File: src/rtl/core/itoa_pkg.sv
// shared types, constants and glyph table for the integer to ascii radix block
package itoa_pkg;

    localparam int VALUE_BITS = 32;
    localparam int IN_BITS    = 32;
    localparam int VAL_W      = (VALUE_BITS < IN_BITS) ? VALUE_BITS : IN_BITS;
    localparam int DEPTH      = VAL_W;
    localparam int CNT_W      = $clog2(DEPTH + 1);
    localparam int IDX_W      = $clog2(DEPTH);

    localparam logic [1:0] MODE_BIN = 2'd0;
    localparam logic [1:0] MODE_OCT = 2'd1;
    localparam logic [1:0] MODE_DEC = 2'd2;
    localparam logic [1:0] MODE_HEX = 2'd3;

    // q = (v * DEC_RECIP) >> DEC_SHIFT is exact v / 10 for v below 2**32
    localparam logic [31:0] DEC_RECIP = 32'hCCCC_CCCD;
    localparam int          DEC_SHIFT = 35;

    localparam logic [7:0] GLYPH [16] = '{
        8'h30, 8'h31, 8'h32, 8'h33, 8'h34, 8'h35, 8'h36, 8'h37,
        8'h38, 8'h39, 8'h41, 8'h42, 8'h43, 8'h44, 8'h45, 8'h46
    };

    typedef struct packed {
        logic [IN_BITS-1:0] value;
        logic [1:0]         mode;
    } t_in_item;

    typedef struct packed {
        logic [7:0] ascii_char;
        logic       last;
    } t_out_item;

    typedef struct packed {
        logic load;
        logic mul;
        logic digit;
        logic emit;
    } t_cmd;

    typedef struct packed {
        logic is_dec;
        logic dig_last;
        logic rd_last;
    } t_sts;

endpackage

File: src/rtl/core/integer_to_ascii_radix_top.sv
// Converts an unsigned integer to upper-case ASCII digits in binary, octal, decimal
// or hexadecimal, most significant digit first, last digit flagged. One item is
// worked at a time: a load step, then for binary, octal and hexadecimal one spare
// multiply step and one step per digit, or for decimal a 32x32 reciprocal multiply
// followed by the remainder step for each digit, then the digits are emitted from
// the digit store into the output register while the output is not stalled. The
// next item is taken once the last digit has entered the output register.
module integer_to_ascii_radix_top
    import itoa_pkg::*;
(
    input  logic      i_clk,
    input  logic      i_rst_n,
    input  logic      i_in_valid,
    output logic      o_in_stall,
    input  t_in_item  i_in_data,
    output logic      o_out_valid,
    input  logic      i_out_stall,
    output t_out_item o_out_data
);

    t_cmd cmd;
    t_sts sts;

    itoa_ctrl u_ctrl (
        .i_clk       (i_clk),
        .i_rst_n     (i_rst_n),
        .i_in_valid  (i_in_valid),
        .o_in_stall  (o_in_stall),
        .o_out_valid (o_out_valid),
        .i_out_stall (i_out_stall),
        .i_sts       (sts),
        .o_cmd       (cmd)
    );

    itoa_dp u_dp (
        .i_clk      (i_clk),
        .i_rst_n    (i_rst_n),
        .i_cmd      (cmd),
        .i_in_data  (i_in_data),
        .o_sts      (sts),
        .o_out_data (o_out_data)
    );

endmodule

File: src/rtl/core/itoa_dp.sv
// datapath: value register, reciprocal multiplier, digit store and output register
module itoa_dp
    import itoa_pkg::*;
(
    input  logic      i_clk,
    input  logic      i_rst_n,
    input  t_cmd      i_cmd,
    input  t_in_item  i_in_data,
    output t_sts      o_sts,
    output t_out_item o_out_data
);

    logic [VAL_W-1:0] r_val;
    logic [1:0]       r_mode;
    logic [63:0]      r_prod;
    logic [3:0]       r_store [DEPTH];
    logic [CNT_W-1:0] r_cnt;
    logic [IDX_W-1:0] r_rd;
    t_out_item        r_out;

    logic [31:0]      mul_a;
    logic [63:0]      n_prod;
    logic [VAL_W-1:0] dec_q;
    logic [VAL_W-1:0] dec_rem;
    logic [VAL_W-1:0] quot;
    logic [3:0]       digit;
    logic             dig_last;

    assign mul_a  = 32'(r_val);
    assign n_prod = mul_a * DEC_RECIP;
    assign dec_q  = VAL_W'(r_prod >> DEC_SHIFT);
    assign dec_rem = r_val - ((dec_q << 3) + (dec_q << 1));

    always_comb begin
        unique case (r_mode)
            MODE_BIN: begin
                quot  = r_val >> 1;
                digit = {3'd0, r_val[0]};
            end
            MODE_OCT: begin
                quot  = r_val >> 3;
                digit = {1'b0, r_val[2:0]};
            end
            MODE_DEC: begin
                quot  = dec_q;
                digit = dec_rem[3:0];
            end
            default: begin
                quot  = r_val >> 4;
                digit = r_val[3:0];
            end
        endcase
    end

    assign dig_last = (quot == '0) || (r_cnt == CNT_W'(DEPTH - 1));

    always_ff @(posedge i_clk) begin
        if (!i_rst_n) begin
            r_cnt <= '0;
            r_rd  <= '0;
        end else if (i_cmd.load) begin
            r_cnt <= '0;
        end else if (i_cmd.digit) begin
            r_cnt <= r_cnt + CNT_W'(1);
            if (dig_last) begin
                r_rd <= r_cnt[IDX_W-1:0];
            end
        end else if (i_cmd.emit) begin
            r_rd <= r_rd - IDX_W'(1);
        end
    end

    always_ff @(posedge i_clk) begin
        if (i_cmd.load) begin
            r_val  <= i_in_data.value[VAL_W-1:0];
            r_mode <= i_in_data.mode;
        end else if (i_cmd.digit) begin
            r_val <= quot;
        end
        if (i_cmd.mul) begin
            r_prod <= n_prod;
        end
        if (i_cmd.digit) begin
            r_store[r_cnt[IDX_W-1:0]] <= digit;
        end
        if (i_cmd.emit) begin
            r_out.ascii_char <= GLYPH[r_store[r_rd]];
            r_out.last       <= (r_rd == '0);
        end
    end

    assign o_sts.is_dec   = (r_mode == MODE_DEC);
    assign o_sts.dig_last = dig_last;
    assign o_sts.rd_last  = (r_rd == '0);
    assign o_out_data     = r_out;

`ifndef ASSERT_OFF
    a_cnt_range: assert property (@(posedge i_clk) disable iff (!i_rst_n)
        r_cnt <= CNT_W'(DEPTH))
        else $error("digit count beyond store depth");

    a_rd_in_range: assert property (@(posedge i_clk) disable iff (!i_rst_n)
        i_cmd.emit |-> (CNT_W'(r_rd) < r_cnt))
        else $error("read index beyond written digits");

    a_load_clears_cnt: assert property (@(posedge i_clk) disable iff (!i_rst_n)
        i_cmd.load |=> (r_cnt == '0))
        else $error("digit count not cleared by load");
`endif

endmodule

File: src/rtl/core/itoa_ctrl.sv
// controller: sequences load, divide steps and digit output
module itoa_ctrl
    import itoa_pkg::*;
(
    input  logic i_clk,
    input  logic i_rst_n,
    input  logic i_in_valid,
    output logic o_in_stall,
    output logic o_out_valid,
    input  logic i_out_stall,
    input  t_sts i_sts,
    output t_cmd o_cmd
);

    localparam logic [1:0] S_IDLE = 2'd0;
    localparam logic [1:0] S_MUL  = 2'd1;
    localparam logic [1:0] S_DIG  = 2'd2;
    localparam logic [1:0] S_EMIT = 2'd3;

    logic [1:0] r_state;
    logic [1:0] n_state;
    logic       r_ovalid;
    logic       n_ovalid;
    logic       out_free;

    assign out_free = !r_ovalid || !i_out_stall;

    always_comb begin
        n_state = r_state;
        o_cmd   = '0;
        unique case (r_state)
            S_IDLE: begin
                // every item starts with a multiply; the mode is known only after load
                if (i_in_valid) begin
                    o_cmd.load = 1'b1;
                    n_state    = S_MUL;
                end
            end
            S_MUL: begin
                o_cmd.mul = 1'b1;
                n_state   = S_DIG;
            end
            S_DIG: begin
                o_cmd.digit = 1'b1;
                if (i_sts.dig_last) begin
                    n_state = S_EMIT;
                end else if (i_sts.is_dec) begin
                    n_state = S_MUL;
                end
            end
            S_EMIT: begin
                if (out_free) begin
                    o_cmd.emit = 1'b1;
                    if (i_sts.rd_last) begin
                        n_state = S_IDLE;
                    end
                end
            end
            default: begin
                n_state = S_IDLE;
            end
        endcase
    end

    always_comb begin
        if (o_cmd.emit) begin
            n_ovalid = 1'b1;
        end else if (!i_out_stall) begin
            n_ovalid = 1'b0;
        end else begin
            n_ovalid = r_ovalid;
        end
    end

    always_ff @(posedge i_clk) begin
        if (!i_rst_n) begin
            r_state  <= S_IDLE;
            r_ovalid <= 1'b0;
        end else begin
            r_state  <= n_state;
            r_ovalid <= n_ovalid;
        end
    end

    assign o_in_stall  = (r_state != S_IDLE);
    assign o_out_valid = r_ovalid;

`ifndef ASSERT_OFF
    a_load_to_work: assert property (@(posedge i_clk) disable iff (!i_rst_n)
        o_cmd.load |=> (r_state == S_MUL))
        else $error("accepted item did not start digit work");

    a_dig_done_emit: assert property (@(posedge i_clk) disable iff (!i_rst_n)
        (o_cmd.digit && i_sts.dig_last) |=> (r_state == S_EMIT))
        else $error("last digit step did not enter output phase");

    a_last_to_idle: assert property (@(posedge i_clk) disable iff (!i_rst_n)
        (o_cmd.emit && i_sts.rd_last) |=> (r_state == S_IDLE) && r_ovalid)
        else $error("final digit did not return to idle with item shown");

    a_emit_no_overwrite: assert property (@(posedge i_clk) disable iff (!i_rst_n)
        o_cmd.emit |-> !(r_ovalid && i_out_stall))
        else $error("output register overwritten while stalled");
`endif

endmodule
File: config.mk
export PLATFORM = sky130hd
export DESIGN_NAME = integer_to_ascii_radix_top
export DESIGN_NICKNAME = d
export VERILOG_FILES = /design/src/rtl/core/itoa_pkg.sv /design/src/rtl/core/integer_to_ascii_radix_top.sv /design/src/rtl/core/itoa_dp.sv /design/src/rtl/core/itoa_ctrl.sv
export SDC_FILE = /design/constraint.sdc
export NUM_CORES = 1
export LEC_CHECK = 0
export BUFFER_PORTS_ARGS = -buffer_cell sky130_fd_sc_hd__buf_2
export CAP_MARGIN = 20
export CORE_UTILIZATION = 55
export CTS_CLUSTER_SIZE = 30
export DETAILED_ROUTE_END_ITERATION = 7
export HOLD_SLACK_MARGIN = 0.08
export PLACE_DENSITY = 0.71
export SLEW_MARGIN = 20
export SYNTH_ARGS = -nofsm -noshare
export SYNTH_HDL_FRONTEND = slang
export SYNTH_HIERARCHICAL = 1
export SYNTH_SLANG_ARGS = --single-unit
export TNS_END_PERCENT = 50
File: constraint.sdc
create_clock -name i_clk -period 19.9 [get_ports i_clk]
set_input_delay 0 -clock i_clk [delete_from_list [all_inputs] [get_ports i_clk]]
set_output_delay 0 -clock i_clk [all_outputs]
set_load 0.01 [all_outputs]
==> run_results.csv <==
group,metric,value,unit
clock_network,clock-sinks,217,
routing,detail-route-antenna-nets,0,
grt,grt_overflow,0,
critical_path,max_stage_delay,710,ps
clock_network,htree_levels,1,
yosys,syn_avg_cell_area,11.8,sq um
yosys,yosys-top-cells-count,"inv_1, fa_1, ha_1, edfxtp_1, a21oi_1",
timing,drv_slew,0,
final_layout,fin_nets,3092,
critical_path,crit_slowest_cell,"edfxtp_1",
flow_run,drv_cap,0,
yosys,synth_area_leaders,"fa_1, edfxtp_1, ha_1",
die,start_util,56.0,%
clock_network,cts_resized,0,
clock_network,cts_tree,"built",
critical_path,arrival,8380,ps
yosys,synth_cell_types,70,
clock_network,cts_inserted_buffers,20,
place,portBuffers,47,
yosys,synth_edf_count,198,
die,die_y,220,um
final_layout,fillCellCount,3790,
critical_path,crit_top_cell,"fa_1",
yosys,async_flop_share,0,%
critical_path,cp_top_family,"adder cells",
clock_network,cts_setup_buffers,0,
die,core_region_area,46900,sq um
clock_network,insertion_delay,520,ps
final_layout,antennaDiodeCount,0,
timing,tns,0,ps
final_layout,area_growth,7.40,%
final_layout,regArea,6330,sq um
yosys,synthCells,2232,
timing,fmax,123,MHz
yosys,synth_seq_cells,217,
routing,via_per_inst,5.77,
timing,relSlewSlack,29.9,%
clock_network,clk_pin_slew,70,ps
routing,first_pass_iters,5,
clock_network,cts_buffer_depth,3,
die,die_area,48600,sq um
clock_network,clk_root_buffer_cell,"clkbuf_16",
critical_path,crit_path_max_fanout,10,
timing,tightest_slew,1050,ps
timing,final-setup-viol-count,0,
grt,grt_pass1_wl,107000,um
yosys,synth_most_common_cell,"inv_1",
routing,wire_per_inst,24.1,um
die,fp.dieW,220,um
critical_path,cp_cell_sequence,"ha_1, inv_1, fa_1, inv_1, fa_1, inv_1, fa_1, inv_1, fa_1, fa_1, fa_1, fa_1, ha_1, a21o_1, o21bai_1, nor4_1, nand2_1, o211ai_1, a211oi_1, o21ai_0, a21boi_1, xor2_1",
yosys,yosys.area.top_type,"fa_1",
place,hpwl,60000,um
timing,finalCriticalPeriod,8130,ps
yosys,synth-seq-area-share,24.1,%
grt,grt.total_usage,30.4,%
final_layout,drive_gt1_share,8.30,%
critical_path,crit_type,"register to register",
grt,antenna_found_initial,1,
final_layout,utilization,60.2,%
place,routabilityCongestion,1.02,
yosys,ys_warn_count,6,
timing,period_share,40.8,%
routing,vias,16913,
critical_path,cp.required,20160,ps
critical_path,start_kind,"register",
yosys,syn_nets,3013,
status,outcome,"completed",
yosys,synth-main-ff-cell,"edfxtp_1",
critical_path,end_kind,"register",
hold_path,hold_path.class,"primary input to register",
die,ios,49,
timing,rsz0062_at_grt,"false",
clock_network,hold_buffers,38,
yosys,syn-cell-area,26300,sq um
grt,grt_pass1_vias,17928,
grt,grt_max_degree,37,
timing,worst_clock_skew,12.7,ps
die,rows,79,
critical_path,cp_num_buf_inv,4,
routing,drc_errors,0,
final_layout,multi_input_area,17700,sq um
routing,drt_wl_total,70700,um
routing,drt-initial-drc-count,1434,
timing,hold_violations,0,
yosys,synth_top_area_share,29.4,%
## registers in the layout (all words and copies together), names as in the netlist, named ones only
name and cells:
u_ctrl/o_out_valid 1, u_ctrl/r_state 2, u_dp/mul_a 32, u_dp/o_out_data 7, u_dp/r_cnt 6, u_dp/r_mode 2, u_dp/r_prod 29, u_dp/r_rd 5
u_dp/r_store 128
## layout make-up
type | count | share of cell area [%]
clock buffers | 25 | 1.88
clock inverters | 11 | 0.399
inverters | 558 | 7.43
multi-input cells | 1416 | 62.6
flip-flops and latches | 217 | 22.4
well taps | 607 | 2.69
repair buffers | 98 | 2.53
## path summary, 6_finish.rpt
kind                 start              end  slack, ps  cells after the start
max          u_dp/mul_a[8]  u_dp/r_prod[62]      11770                     22
min           i_in_data[0]   u_dp/r_mode[0]        220                      2
max reg2reg  u_dp/mul_a[8]  u_dp/r_prod[62]      11770                     22
min reg2reg  u_dp/r_cnt[5]    u_dp/r_cnt[5]        530                      2
## stage by stage
| stage | instances | worst slack (ps) | hold slack (ps) | cell area, sq um |
|---|---|---|---|---|
| 3_3_place_gp | 2858 | 11640 | 178 | 27200 |
| 5_1_grt | 2932 | 11520 | 217 | 28200 |
| 2_1_floorplan | 2232 | 12920 | 98.9 | 26300 |
| 4_1_cts | 2932 | 11860 | 193 | 28200 |
| 6_report | 2932 | 11770 | 216 | 28200 |
| 3_5_place_dp | 2858 | 11880 | 179 | 27200 |
## placed cells by master, fill, tap and decap left out, drive strengths merged, types with 7 or more instances in the layout
master,instances
buf,60
ha,357
dfxtp,19
a211oi,8
a21o,37
nand2,77
nand2b,7
nor4,10
clkinv,9
dlygate4sd3,38
edfxtp,198
mux2,30
xnor2,33
nor3,13
nand3,14
clkbuf,25
o21a,10
xor2,49
fa,386
o21ai,40
nand4,14
and2,13
inv,557
o21bai,11
mux4,68
nor2,72
a21oi,78
or3,8
## routing by layer
| metal | vias up | track usage, % | part of all wire (%) |
|---|---|---|---|
| met5 | - | 0 | 0.024 |
| met4 | 2 | 12.8 | 4.8 |
| met3 | 135 | 3.63 | 5.3 |
| met2 | 596 | 49.7 | 49 |
| met1 | 8665 | 41.1 | 41 |
| li1 | 7515 | - | - |
## cell families (layout without fill, tap and decap cells)
kind of cell             after synthesis  count (layout)  synth area share, %
buffers and inverters                599             692                 8.77
flip-flops                           217             217                 24.1
AO/OA/AOI/OAI                        232             232                 5.78
adder cells (fa/ha/maj)              743             743                 46.4
AND/OR/NAND/NOR                      255             255                 4.70
multiplexers                         103             103                 7.47
XOR/XNOR                              82              82                 2.74
other                                  1               1               0.0143
Power is not shown: default switching activity piles up to over one toggle a cycle in this logic, so the estimate is an artifact.
